--- src/design/cibl_pkg.sv ---
`timescale 1ns / 1ps
`default_nettype none

package cibl_pkg;

  typedef enum logic [2:0] {
    OP_CLEAR    = 3'd0,
    OP_COUNT    = 3'd1,
    OP_FINALIZE = 3'd2,
    OP_WRITE    = 3'd3,
    OP_SORT     = 3'd4,
    OP_LOOKUP   = 3'd5
  } op_e;

  localparam logic [1:0] ST_OK   = 2'd0;
  localparam logic [1:0] ST_MISS = 2'd1;
  localparam logic [1:0] ST_OVF  = 2'd2;

  typedef enum logic [4:0] {
    S_CLR,
    S_IDLE,
    S_CNT_RD,
    S_CNT_WR,
    S_FIN_RD,
    S_FIN_WR,
    S_FIN_END,
    S_RNG_A,
    S_RNG_B,
    S_RNG_C,
    S_LK_RD,
    S_LK_CMP,
    S_LK_FIN,
    S_SRT_NEXT,
    S_SRT_KEY,
    S_SRT_RD,
    S_SRT_CMP,
    S_DONE
  } state_e;

  typedef struct packed {
    logic [9:0]  index;
    logic        found;
    logic [10:0] total_nonzeros;
    logic [1:0]  status;
  } res_t;

endpackage

`default_nettype wire

--- src/design/cibl_seq.sv ---
`timescale 1ns / 1ps
`default_nettype none

module cibl_seq import cibl_pkg::*; #(
  parameter int MAX_ROWS     = 256,
  parameter int MAX_NONZEROS = 1024,
  parameter int COLUMN_BITS  = 16,
  localparam int RA = $clog2(MAX_ROWS + 1),
  localparam int OW = $clog2(MAX_NONZEROS + 1),
  localparam int PW = (MAX_NONZEROS > 1) ? $clog2(MAX_NONZEROS) : 1
) (
  input  wire logic                   clk_i,
  input  wire logic                   rst_ni,
  input  wire logic [RA-1:0]          rows_i,
  input  wire logic                   in_valid_i,
  output logic                        in_stall_o,
  input  wire logic [2:0]             operation_i,
  input  wire logic [7:0]             row_i,
  input  wire logic [15:0]            column_i,
  input  wire logic [9:0]             position_i,
  output logic                        res_valid_o,
  output res_t                        res_o,
  input  wire logic                   res_take_i,
  output logic                        off_we_o,
  output logic [RA-1:0]               off_waddr_o,
  output logic [OW-1:0]               off_wdata_o,
  output logic [RA-1:0]               off_raddr_o,
  input  wire logic [OW-1:0]          off_rdata_i,
  output logic                        col_we_o,
  output logic [PW-1:0]               col_waddr_o,
  output logic [COLUMN_BITS-1:0]      col_wdata_o,
  output logic [PW-1:0]               col_raddr_o,
  input  wire logic [COLUMN_BITS-1:0] col_rdata_i
);

  localparam int IW = OW + 1;
  localparam logic [OW-1:0] MAXV = OW'(MAX_NONZEROS);

  state_e state_q, state_d;
  op_e    op_q, op_d;
  logic   clr_op_q, clr_op_d;
  logic [RA-1:0] r_q, r_d;
  logic [COLUMN_BITS-1:0] col_q, col_d, key_q, key_d;
  logic [OW-1:0] total_q, total_d, sum_q, sum_d;
  logic [OW-1:0] s_q, s_d, e_q, e_d, lo_q, lo_d, hi_q, hi_d, mid_q, mid_d;
  logic [IW-1:0] i_q, i_d, j_q, j_d;
  logic [9:0] idx_q, idx_d;
  logic found_q, found_d;
  logic [1:0] status_q, status_d;
  logic row_ok, pos_ok;
  logic [OW-1:0] rd_clamp, mid_w;

  function automatic logic [OW-1:0] clampo(input logic [OW-1:0] v);
    return (v > MAXV) ? MAXV : v;
  endfunction

  assign row_ok   = 32'(row_i) < 32'(rows_i);
  assign pos_ok   = 32'(position_i) < MAX_NONZEROS;
  assign rd_clamp = clampo(off_rdata_i);
  assign mid_w    = lo_q + ((hi_q - lo_q) >> 1);

  assign in_stall_o  = (state_q != S_IDLE);
  assign res_valid_o = (state_q == S_DONE);
  assign res_o = '{index: idx_q, found: found_q, total_nonzeros: 11'(total_q),
                   status: status_q};

  always_ff @(posedge clk_i or negedge rst_ni) begin
    if (!rst_ni) begin
      state_q  <= S_CLR;
      clr_op_q <= 1'b0;
      r_q      <= '0;
      total_q  <= '0;
    end else begin
      state_q  <= state_d;
      clr_op_q <= clr_op_d;
      r_q      <= r_d;
      total_q  <= total_d;
    end
  end

  always_ff @(posedge clk_i) begin
    op_q     <= op_d;
    col_q    <= col_d;
    key_q    <= key_d;
    sum_q    <= sum_d;
    s_q      <= s_d;
    e_q      <= e_d;
    lo_q     <= lo_d;
    hi_q     <= hi_d;
    mid_q    <= mid_d;
    i_q      <= i_d;
    j_q      <= j_d;
    idx_q    <= idx_d;
    found_q  <= found_d;
    status_q <= status_d;
  end

  always_comb begin
    state_d  = state_q;
    op_d     = op_q;
    clr_op_d = clr_op_q;
    r_d      = r_q;
    col_d    = col_q;
    key_d    = key_q;
    total_d  = total_q;
    sum_d    = sum_q;
    s_d      = s_q;
    e_d      = e_q;
    lo_d     = lo_q;
    hi_d     = hi_q;
    mid_d    = mid_q;
    i_d      = i_q;
    j_d      = j_q;
    idx_d    = idx_q;
    found_d  = found_q;
    status_d = status_q;
    off_we_o    = 1'b0;
    off_waddr_o = r_q;
    off_wdata_o = '0;
    off_raddr_o = r_q;
    col_we_o    = 1'b0;
    col_waddr_o = j_q[PW-1:0];
    col_wdata_o = key_q;
    col_raddr_o = i_q[PW-1:0];

    unique case (state_q)
      S_CLR: begin
        off_we_o = 1'b1;
        total_d  = '0;
        r_d      = r_q + 1'b1;
        if (r_q == RA'(MAX_ROWS)) begin
          state_d = clr_op_q ? S_DONE : S_IDLE;
        end
      end
      S_IDLE: begin
        if (in_valid_i) begin
          op_d     = op_e'(operation_i);
          col_d    = COLUMN_BITS'(column_i);
          idx_d    = '0;
          found_d  = 1'b0;
          status_d = ST_OK;
          r_d      = '0;
          sum_d    = '0;
          state_d  = S_DONE;
          unique case (op_e'(operation_i))
            OP_CLEAR: begin
              clr_op_d = 1'b1;
              state_d  = S_CLR;
            end
            OP_COUNT: begin
              r_d = RA'(row_i);
              if (!row_ok) begin
                status_d = ST_MISS;
              end else if (total_q >= MAXV) begin
                status_d = ST_OVF;
              end else begin
                state_d = S_CNT_RD;
              end
            end
            OP_FINALIZE: state_d = S_FIN_RD;
            OP_WRITE: begin
              col_we_o    = pos_ok;
              col_waddr_o = PW'(position_i);
              col_wdata_o = COLUMN_BITS'(column_i);
            end
            OP_SORT: state_d = S_RNG_A;
            OP_LOOKUP: begin
              r_d = RA'(row_i);
              if (!row_ok) begin
                status_d = ST_MISS;
              end else begin
                state_d = S_RNG_A;
              end
            end
            default: ;
          endcase
        end
      end
      S_CNT_RD: state_d = S_CNT_WR;
      S_CNT_WR: begin
        off_we_o    = 1'b1;
        off_wdata_o = off_rdata_i + 1'b1;
        total_d     = total_q + 1'b1;
        state_d     = S_DONE;
      end
      S_FIN_RD: state_d = S_FIN_WR;
      S_FIN_WR: begin
        off_we_o    = 1'b1;
        off_wdata_o = sum_q;
        sum_d = (off_rdata_i > MAXV - sum_q) ? MAXV : sum_q + off_rdata_i;
        r_d   = r_q + 1'b1;
        state_d = (r_q + 1'b1 == rows_i) ? S_FIN_END : S_FIN_RD;
      end
      S_FIN_END: begin
        off_we_o    = 1'b1;
        off_waddr_o = rows_i;
        off_wdata_o = sum_q;
        total_d     = sum_q;
        status_d    = (sum_q == '0) ? ST_MISS : ST_OK;
        state_d     = S_DONE;
      end
      S_RNG_A: state_d = S_RNG_B;
      S_RNG_B: begin
        s_d         = rd_clamp;
        off_raddr_o = r_q + 1'b1;
        state_d     = S_RNG_C;
      end
      S_RNG_C: begin
        // An inverted range is treated as empty.
        e_d  = (s_q > rd_clamp) ? s_q : rd_clamp;
        lo_d = s_q;
        hi_d = (s_q > rd_clamp) ? s_q : rd_clamp;
        i_d  = IW'(s_q) + 1'b1;
        state_d = (op_q == OP_LOOKUP) ? S_LK_RD : S_SRT_NEXT;
      end
      S_LK_RD: begin
        if (lo_q < hi_q) begin
          mid_d       = mid_w;
          col_raddr_o = mid_w[PW-1:0];
          state_d     = S_LK_CMP;
        end else if (lo_q < e_q) begin
          col_raddr_o = lo_q[PW-1:0];
          state_d     = S_LK_FIN;
        end else begin
          status_d = ST_MISS;
          state_d  = S_DONE;
        end
      end
      S_LK_CMP: begin
        if (col_rdata_i < col_q) begin
          lo_d = mid_q + 1'b1;
        end else begin
          hi_d = mid_q;
        end
        state_d = S_LK_RD;
      end
      S_LK_FIN: begin
        if (col_rdata_i == col_q) begin
          found_d = 1'b1;
          idx_d   = 10'(lo_q);
        end else begin
          status_d = ST_MISS;
        end
        state_d = S_DONE;
      end
      S_SRT_NEXT: begin
        if (i_q < IW'(e_q)) begin
          state_d = S_SRT_KEY;
        end else begin
          r_d     = r_q + 1'b1;
          state_d = (r_q + 1'b1 == rows_i) ? S_DONE : S_RNG_A;
        end
      end
      S_SRT_KEY: begin
        key_d   = col_rdata_i;
        j_d     = i_q;
        state_d = S_SRT_RD;
      end
      S_SRT_RD: begin
        col_raddr_o = PW'(j_q - 1'b1);
        if (j_q > IW'(s_q)) begin
          state_d = S_SRT_CMP;
        end else begin
          col_we_o = 1'b1;
          i_d      = i_q + 1'b1;
          state_d  = S_SRT_NEXT;
        end
      end
      S_SRT_CMP: begin
        col_we_o = 1'b1;
        if (col_rdata_i > key_q) begin
          col_wdata_o = col_rdata_i;
          j_d         = j_q - 1'b1;
          state_d     = S_SRT_RD;
        end else begin
          i_d     = i_q + 1'b1;
          state_d = S_SRT_NEXT;
        end
      end
      S_DONE: begin
        clr_op_d = 1'b0;
        if (res_take_i) begin
          state_d = S_IDLE;
        end
      end
      default: state_d = S_IDLE;
    endcase
  end

  a_total_bound: assert property (@(posedge clk_i) disable iff (!rst_ni)
    total_q <= MAXV)
    else $error("element total exceeds store size");

  a_found_ok: assert property (@(posedge clk_i) disable iff (!rst_ni)
    (state_q == S_DONE && found_q) |-> (status_q == ST_OK && op_q == OP_LOOKUP))
    else $error("found flagged with bad status or operation");

  a_search_order: assert property (@(posedge clk_i) disable iff (!rst_ni)
    (state_q == S_LK_RD || state_q == S_LK_CMP) |-> (lo_q <= hi_q && hi_q <= e_q))
    else $error("search bounds out of order");

  a_sort_order: assert property (@(posedge clk_i) disable iff (!rst_ni)
    (state_q == S_SRT_RD || state_q == S_SRT_CMP) |-> (j_q <= i_q && j_q >= IW'(s_q)))
    else $error("insertion index out of row");

endmodule

`default_nettype wire

--- config.mk ---
export PLATFORM = sky130hd
export DESIGN_NAME = cibl_seq
export DESIGN_NICKNAME = d
export VERILOG_FILES = /design/src/design/cibl_pkg.sv /design/src/design/cibl_seq.sv
export SDC_FILE = /design/constraint.sdc
export NUM_CORES = 1
export LEC_CHECK = 0
export BUFFER_PORTS_ARGS = -buffer_cell sky130_fd_sc_hd__buf_2
export CORE_MARGIN = 2
export CORE_UTILIZATION = 47
export DETAILED_ROUTE_END_ITERATION = 10
export PLACE_DENSITY = 0.75
export SYNTH_ARGS = -nofsm -noshare
export SYNTH_HDL_FRONTEND = slang
export SYNTH_SLANG_ARGS = --single-unit
--- constraint.sdc ---
create_clock -name clk_i -period 4.7 [get_ports clk_i]
set_clock_uncertainty 0.05 [all_clocks]
set_input_delay 0.47 -clock clk_i [delete_from_list [all_inputs] [get_ports clk_i]]
set_output_delay 0.47 -clock clk_i [all_outputs]
set_load 0.01 [all_outputs]
==> results of run 1 <==
## kinds of logic after synthesis
group | share of synthesized area, %
AO/OA/AOI/OAI | 16.9
XOR/XNOR | 6.03
adder cells (fa/ha/maj) | 13.3
buffers and inverters | 5.49
flip-flops | 37.1
multiplexers | 3.37
AND/OR/NAND/NOR | 17.9
## cells in the final DEF (no fill, tap or decap), drive strengths merged, types with 19 or more instances in the layout
cell,synthesis,layout
buf,22,185
nand2,158,158
edfxtp,138,138
ha,133,133
inv,122,130
o21ai,93,93
nor2,92,92
a21oi,75,75
nand3,53,53
nor3,50,50
xnor2,49,49
xor2,40,40
dfrtp,26,26
a31oi,24,24
and3,22,22
nand4,21,21
mux2i,21,21
a21o,20,20
mux2,20,20
a221o,19,19
## area by class of cell
class	instances	share of cell area [%]
clock inverters	15	1.15
clock buffers	17	2.90
flip-flops and latches	164	32.6
inverters	123	3.14
multi-input cells	1077	50.7
repair buffers	185	6.58
well taps	341	2.90
## what timing repair did
item	4_1_cts	5_1_grt
resized for setup	0	4
setup buffers	0	1
setup endpoints to repair	0	3
## flip-flops by register name, summed over array words and instances, names as in the netlist
name / cells
col_q: 16
total_q: 11
found_q: 1
idx_q: 10
status_q: 2
j_q: 12
op_q: 3
lo_q: 11
e_q: 11
sum_q: 11
i_q: 12
hi_q: 11
state_q: 5
mid_q: 11
key_q: 16
s_q: 11
r_q: 9
clr_op_q: 1
## layer usage
metal  vias up  routed length [um]  global-route usage [%]
met5         -                  13                       0
met4         2                 982                    8.51
met3        86                3090                    5.05
met2       519               16600                    40.5
met1      5413               15700                    33.7
li1       5488                   -                       -
## through the flow
step	hold WS [ps]	setup WS (ps)	util [%]	power [uW]
3_5_place_dp	465	608	52.2	5470
2_1_floorplan	124	1140	-	4500
4_1_cts	21.6	124	54.4	6910
5_1_grt	44.3	27.4	54.5	7410
3_3_place_gp	450	721	52.2	5380
6_report	10.2	253	54.5	6980
## worst max-delay path, stage by stage, from the launching register on
cell and delay [ps]:
edfxtp_1 430, inv_1 70, ha_1 370, a21oi_1 210
nand2_1 110, a21o_1 190, a21oi_1 190, xnor2_1 150
ha_1 290, o21a_1 140, a2111oi_1 510, nor2_1 120
xor2_1 250, mux2i_1 110, o221ai_1 190, buf_2 170
## power groups by stage
stage	sequential [uW]	clock, uW	combinational [uW]
after floorplan	2200	0	2300
after global placement	2400	0	2980
after detailed placement	2410	0	3060
after CTS	2380	1440	3090
after global routing	2430	1490	3490
final	2390	1430	3150
## worst max path at each step
| stage | startpoint | to | slack [ps] | cells after the start |
|---|---|---|---|---|
| after floorplan | lo_q[0] | col_raddr_o[8] | 1140 | 15 |
| after global placement | lo_q[2] | col_raddr_o[9] | 720 | 15 |
| after detailed placement | lo_q[0] | col_raddr_o[8] | 610 | 16 |
| after CTS | lo_q[0] | col_raddr_o[8] | 120 | 16 |
| after global routing | lo_q[2] | col_raddr_o[7] | 30 | 15 |
| final | lo_q[2] | col_raddr_o[7] | 250 | 15 |
==> flow_metrics.tcl, run 1 <==
set metrics [dict create \
    numClockSinks 164 \
    p_leak_uw 0.00653 \
    synth_top_area_cell "edfxtp_1" \
    ys_types 77 \
    synth_nets 1631 \
    vias 11500 \
    avgRoutedWirePerCell_um 18.9 \
    hpwl_um 28100 \
    rr_endpoint "mid_q[10]" \
    status "completed" \
    pin_count 170 \
    syn_area_per_cell_um2 9.12 \
    hold_viol 0 \
    endpoint_kind "primary output" \
    p_int_uw 4020 \
    synth_top_area_share_pct 32.0 \
    clkLatencyLatePin_ps 440 \
    cts-htree-levels 4 \
    ff_latch_area_um2 4790 \
    synth_area_um2 12900 \
    ff2ff_path_depth 16 \
    cts_tree "built" \
    setup_viol 0 \
    required_ps 4180 \
    postPlaceCellArea_um2 14100 \
    hold_class "in2async" \
    grt_pass1_vias 10700 \
    slew_violations 0 \
    drt_iter0_markers 1071 \
    critPathLaunchType "flop" \
    nNetsFinal 1781 \
    cts_root_buffer "clkbuf_16" \
    globalRouteTotalUtil_pct 25.1 \
    clockPowerShare_pct 20.5 \
    routed_via_density 5.99 \
    synth_edf_count 138 \
    ys_ff_latch 164 \
    core_area_um2 27000 \
    n_antenna_cell 0 \
    worstPathMaxFanout 5 \
    grt_max_degree 46 \
    power_frac_comb_pct 45.2 \
    grt_pass1_wl_um 56700 \
    synth-async-reset-ratio_pct 15.9 \
    io_buffers 169 \
    die_h_um 170 \
    slew_headroom_pct 36.6 \
    timing.rr.start "lo_q[0]" \
    worst_pin_slew_ps 949 \
    final_area_um2 14700 \
    cts-hold-fix-buffers 0 \
    clockBufferDepth 2 \
    synthToLayoutAreaGrowth_pct 13.6 \
    final_cells 1922 \
    multiInputGateArea_um2 7450 \
    dieArea_um2 28900 \
    synth_cells 1418 \
    grt_overflow 0 \
    start_util_pct 48.0 \
    p_sw_share_pct 42.4 \
    synth_area_leaders "edfxtp_1, ha_1, dfrtp_1" \
    max_freq_mhz 225 \
    wl_um 36400 \
    critical_path_class "reg2out" \
    synth_most_common_cell "nand2_1" \
    power_frac_seq_pct 34.3 \
    rows 60 \
    maxCapViolations 0 \
    cts_buffers 17 \
    synth_common_cells "nand2_1, edfxtp_1, ha_1" \
    rsz0062_at_grt "false" \
    timing.final.crit_period_ps 4450 \
    drc_errors 0 \
    setup_tns_ps 0 \
    synth_flop_cell "edfxtp_1" \
    firstDrtPassIters 6 \
    vdd_drop_max_uv 272 \
    fillers 2386 \
    p_switching_uw 2960 \
    path_clk_slew_ps 70 \
    antenna_found_initial 2 \
    die_w_um 170 \
    drive_gt1_share_pct 15.9 \
    rrSetupSlack_ps 1180 \
    critPathArrivalTime_ps 3930 \
    timing.final.crit_share_pct 94.6 \
    dp.cells 1889 \
    yosysWarnings 0 \
    final_antenna_net_count 0 \
    power_density_nw_per_um2 475 \
    yosysSeqAreaShare_pct 37.1 \
    place_congestion 0.922 \
]
No activity file was read; power rests on OpenSTA's default activity.
==> run 2: changes to the inputs <==
--- a/config.mk
+++ b/config.mk
@@ -9,7 +9,7 @@
 export CORE_MARGIN = 2
 export CORE_UTILIZATION = 47
 export DETAILED_ROUTE_END_ITERATION = 10
-export PLACE_DENSITY = 0.75
+export PLACE_DENSITY_LB_ADDON = 0.12
 export SYNTH_ARGS = -nofsm -noshare
 export SYNTH_HDL_FRONTEND = slang
 export SYNTH_SLANG_ARGS = --single-unit
==> run 2 against run 1 <==
  * Core utilization rose by 0.11 points
  * Largest cell class unchanged
  * Design area rose by 0.20%
  * Global-route usage rose by 0.92 points
  * Largest power group unchanged
  * Sequential power barely moved
  * Critical path depth rose by 2
  * First-iteration DRC count fell by 11%
==> flow_metrics.tcl, run 2 (synthesized netlist as in run 1, its figures left out) <==
set metrics [dict create \
    rows 60 \
    start_util_pct 48.0 \
    p_switching_uw 3000 \
    cts_tree "built" \
    largest_registers "col_q: 16 flops, key_q: 16 flops" \
    final_area_um2 14700 \
    dieArea_um2 28900 \
    clkLatencyLatePin_ps 450 \
    endpoint_kind "primary output" \
    drive_gt1_share_pct 16.4 \
    power_frac_seq_pct 34.2 \
    die_w_um 170 \
    setup_viol 0 \
    power_frac_comb_pct 45.6 \
    critPathLaunchType "flop" \
    vdd_drop_max_uv 260 \
    critical_path_class "reg2out" \
    final_common_cell "buf_2" \
    power_density_nw_per_um2 474 \
    timing.final.crit_share_pct 95.1 \
    max_freq_mhz 224 \
    p_sw_share_pct 43.0 \
    vias 11300 \
    cts_root_buffer "clkbuf_16" \
    wl_um 37100 \
    status "completed" \
    worstPathMaxFanout 3 \
    clockPowerShare_pct 20.2 \
    globalRouteTotalUtil_pct 26.0 \
    timing.final.crit_period_ps 4470 \
    cts-hold-fix-buffers 0 \
    drc_errors 0 \
    core_area_um2 27000 \
    p_total_uw 6970 \
    grt_pass1_wl_um 58400 \
    hpwl_um 28400 \
    grt_overflow 0 \
    rsz0062_at_grt "false" \
    setup_tns_ps 0 \
    avgRoutedWirePerCell_um 19.3 \
    routed_via_density 5.85 \
    postPlaceCellArea_um2 14100 \
    final_cell_mix "buf_2, nand2_1, edfxtp_1, ha_1, inv_1" \
    io_buffers 169 \
    cts_buffers 17 \
    hold_class "in2async" \
    drt_iter0_markers 951 \
    nNetsFinal 1784 \
    slew_violations 0 \
    path_clk_slew_ps 70 \
    final_antenna_net_count 0 \
    grt_pass1_vias 10600 \
    antenna_found_initial 0 \
    maxCapViolations 0 \
    hold_viol 0 \
    firstDrtPassIters 5 \
    synthToLayoutAreaGrowth_pct 13.8 \
    n_antenna_cell 0 \
    pin_count 170 \
    place_congestion 0.913 \
    slew_headroom_pct 36.5 \
    numClockSinks 164 \
    clockBufferDepth 2 \
    p_leak_uw 0.00655 \
    grt_max_degree 46 \
    required_ps 4180 \
    die_h_um 170 \
    critPathArrivalTime_ps 3950 \
    worst_pin_slew_ps 952 \
    p_int_uw 3970 \
    cts-htree-levels 4 \
]
[run 2: power by group through the flow]
stage / logic [uW] / clock network (uW) / registers [uW]
2_1_floorplan: 2300 / 0 / 2200
3_3_place_gp: 3050 / 0 / 2400
3_5_place_dp: 3090 / 0 / 2410
4_1_cts: 3110 / 1430 / 2380
5_1_grt: 3550 / 1480 / 2420
6_report: 3180 / 1410 / 2380
[run 2: worst max-delay path: stages, from the launching register on]
cell	delay, ps
edfxtp_1	360
inv_1	70
ha_1	160
inv_1	60
fa_1	400
a21o_1	220
a21oi_2	170
o21bai_1	90
a21oi_2	180
xnor2_1	140
ha_1	280
or2_2	300
a21oi_2	180
o31ai_1	110
xor2_1	440
nand2_1	90
nand3_1	100
buf_2	160
[run 2: final cells by class]
class | count | area [um^2]
Clock inverter | 15 | 154
Fill cell | 2492 | 12200
Tap cell | 341 | 427
Clock buffer | 17 | 425
Inverter | 123 | 462
Sequential cell | 164 | 4790
Multi-Input combinational cell | 1077 | 7470
Timing Repair Buffer | 188 | 988
[run 2: metal layers]
layer | GRT usage (%) | up-vias | share of wire, %
met3 | 3.51 | 43 | 5.7
met4 | 7.66 | 0 | 2.0
met1 | 37.3 | 5384 | 47
li1 | - | 5486 | -
met5 | 0 | - | 0
met2 | 41.0 | 342 | 45
[run 2: worst paths after layout]
path	start	endpoint	slack (ps)	depth (start not counted)
worst min-delay path	rst_ni	total_q[0]	10	1
max in group asynchronous	rst_ni	r_q[6]	4140	1
worst min register to register	clr_op_q	clr_op_q	500	2
min in group clk_i	column_i[9]	col_q[9]	160	1
worst max-delay path	hi_q[0]	col_raddr_o[9]	230	17
worst max register to register	state_q[3]	i_q[10]	910	10
[run 2: repair_timing]
action	CTS	global route
setup endpoints to repair	0	3
endpoints found under the hold margin	0	0
buffers inserted	0	2
resized for setup	0	7
[run 2: through the flow]
stage / hold slack [ps] / worst slack, ps / instances / util [%]
4_1_cts: 23.6 / 100 / 1923 / 54.4
3_5_place_dp: 478 / 588 / 1891 / 52.3
5_1_grt: 53.0 / 31.4 / 1925 / 54.6
3_3_place_gp: 472 / 662 / 1891 / 52.3
2_1_floorplan: 124 / 1140 / 1418 / -
6_report: 10.4 / 231 / 1925 / 54.6
==> run 3: changes to the inputs <==
--- a/config.mk
+++ b/config.mk
@@ -9,6 +9,7 @@
 export CORE_MARGIN = 2
 export CORE_UTILIZATION = 47
 export DETAILED_ROUTE_END_ITERATION = 10
+export MAX_ROUTING_LAYER = met4
 export PLACE_DENSITY_LB_ADDON = 0.12
 export SYNTH_ARGS = -nofsm -noshare
 export SYNTH_HDL_FRONTEND = slang
==> run 3 against run 2 <==
  * The run now ends with hold timing left
  * Register-to-register slack better by 270 ps
  * Clock power about the same
  * Global-route usage rose by 0.91 points
  * Combinational power about the same
  * Clock-buffer cell count did not move
  * Non-clock buffer count increased by 4
  * Core utilization barely moved
  * Sequential cell count is the same
  * Fmax shrank 0.40%
  * Total power hardly changed
  * Design area about the same
  * Critical path depth decreased by 1
==> flow_metrics.tcl, run 3 (synthesized netlist as in run 1, its figures left out) <==
set metrics [dict create \
    status "complete, but fails checks" \
    violations "hold timing" \
    p_switching_uw 2960 \
    hold_viol 2 \
    globalRouteTotalUtil_pct 26.9 \
    worstPathMaxFanout 5 \
    nNetsFinal 1788 \
    cts_root_buffer "clkbuf_16" \
    ff2ff_path_depth 15 \
    slew_headroom_pct 41.5 \
    cts-hold-fix-buffers 0 \
    postPlaceCellArea_um2 14100 \
    setup_viol 0 \
    final_area_um2 14700 \
    slowest_stage "a2111oi_1" \
    crit_cells 16 \
    numClockSinks 164 \
    cts_buffers 17 \
    cts_tree "built" \
    timing.final.crit_share_pct 95.5 \
    final_antenna_net_count 0 \
    rrSetupSlack_ps 1180 \
    antenna_found_initial 0 \
    endpoint_kind "primary output" \
    fin_ws_ps 213 \
    vdd_drop_max_uv 294 \
    core_area_um2 27000 \
    start_util_pct 48.0 \
    required_ps 4180 \
    critical_path_class "reg2out" \
    firstDrtPassIters 7 \
    die_w_um 170 \
    final_cell_mix "buf_2, nand2_1, edfxtp_1, ha_1, inv_1" \
    synthToLayoutAreaGrowth_pct 13.7 \
    slew_violations 0 \
    routed_via_density 5.90 \
    p_sw_share_pct 42.5 \
    cts-htree-levels 4 \
    timing.final.crit_period_ps 4490 \
    critPathCapture "col_raddr_o[9]" \
    path_delay_family "compound AO/OA/AOI/OAI gates" \
    rsz0062_at_grt "false" \
    grt_overflow 0 \
    power_frac_comb_pct 45.5 \
    p_int_uw 4010 \
    timing.hold.ws_ps -0.484 \
    avgRoutedWirePerCell_um 19.6 \
    pin_count 170 \
    max_freq_mhz 223 \
    drt_iter0_markers 968 \
    post-place-ws_ps 639 \
    critPathArrivalTime_ps 3970 \
    clockBufferDepth 2 \
    drive_gt1_share_pct 16.3 \
    startpoint "lo_q[2]" \
    timing.rr.start "hi_q[0]" \
    grt_max_degree 46 \
    p_leak_uw 0.00656 \
    power_frac_seq_pct 34.4 \
    maxCapViolations 0 \
    rr_endpoint "mid_q[10]" \
    place_congestion 0.933 \
    final_common_cell "buf_2" \
    worst_pin_slew_ps 870 \
    largest_registers "col_q: 16 flops, key_q: 16 flops" \
    power_density_nw_per_um2 474 \
    critPathLaunchType "flop" \
    die_h_um 170 \
    timing.critical_path.buf_inv 3 \
    wl_um 37800 \
    grt_pass1_vias 10600 \
    setup_tns_ps 0 \
    clkLatencyLatePin_ps 450 \
    hpwl_um 28600 \
    dieArea_um2 28900 \
    hold_class "in2async" \
    drc_errors 0 \
    n_antenna_cell 0 \
    clockPowerShare_pct 20.2 \
    crit_chain "inv_1 -> ha_1 -> a21oi_1 -> nand2_1 -> a21o_1 -> a21oi_1 -> xnor2_1 -> ha_1 -> o21a_1 -> a2111oi_1 -> o31ai_1 -> xor2_1 -> buf_4 -> nand2_1 -> nand3_1 -> buf_2" \
    cpPeakStageDelay_ps 530 \
    path_clk_slew_ps 70 \
    vias 11400 \
    io_buffers 169 \
    rows 60 \
    grt_pass1_wl_um 58300 \
]
==> run 3: power groups by stage <==
stage / Combinational (uW) / Clock (uW) / Sequential [uW]
after CTS: 3110 / 1420 / 2390
final: 3170 / 1410 / 2400
after global routing: 3510 / 1480 / 2430
after floorplan: 2300 / 0 / 2200
after global placement: 3050 / 0 / 2410
after detailed placement: 3080 / 0 / 2420
==> run 3: timing repair <==
item	in CTS	in global routing
resized for setup	0	2
endpoints found under the hold margin	0	0
setup buffers	0	4
endpoints found under the setup margin	0	3
==> run 3: worst min path at each step <==
stage                     startpoint         end  slack, ps
after global placement    total_q[6]  total_q[6]        480
after CTS                     rst_ni  total_q[0]          5
final                         rst_ni  total_q[0]       -0.5
after floorplan               rst_ni    clr_op_q        120
after detailed placement      rst_ni  total_q[0]        480
after global routing          rst_ni  total_q[1]         30
==> run 3: area by class of cell <==
cell class	count	area (um^2)
fill	2527	12200
clock buffer	17	425
sequential	164	4790
multi-input combinational	1077	7440
inverter	123	462
tap	341	427
clock inverter	15	144
timing repair buffer	192	1020
==> run 3: through the flow <==
step	instances	util, %	power, uW	hold WS, ps
2_1_floorplan	1418	-	4500	124
3_3_place_gp	1893	52.3	5460	475
3_5_place_dp	1893	52.3	5510	476
4_1_cts	1925	54.4	6920	4.55
5_1_grt	1929	54.6	7420	26.7
6_report	1929	54.6	6970	-0.484
==> run 3: metal layers <==
layer  GRT usage [%]  wire, um  vias up
met4            6.61       756        0
met2            42.3     17200      384
met5               -         0        -
li1                -         -     5498
met1            36.7     17600     5436
met3            4.02      2190       54
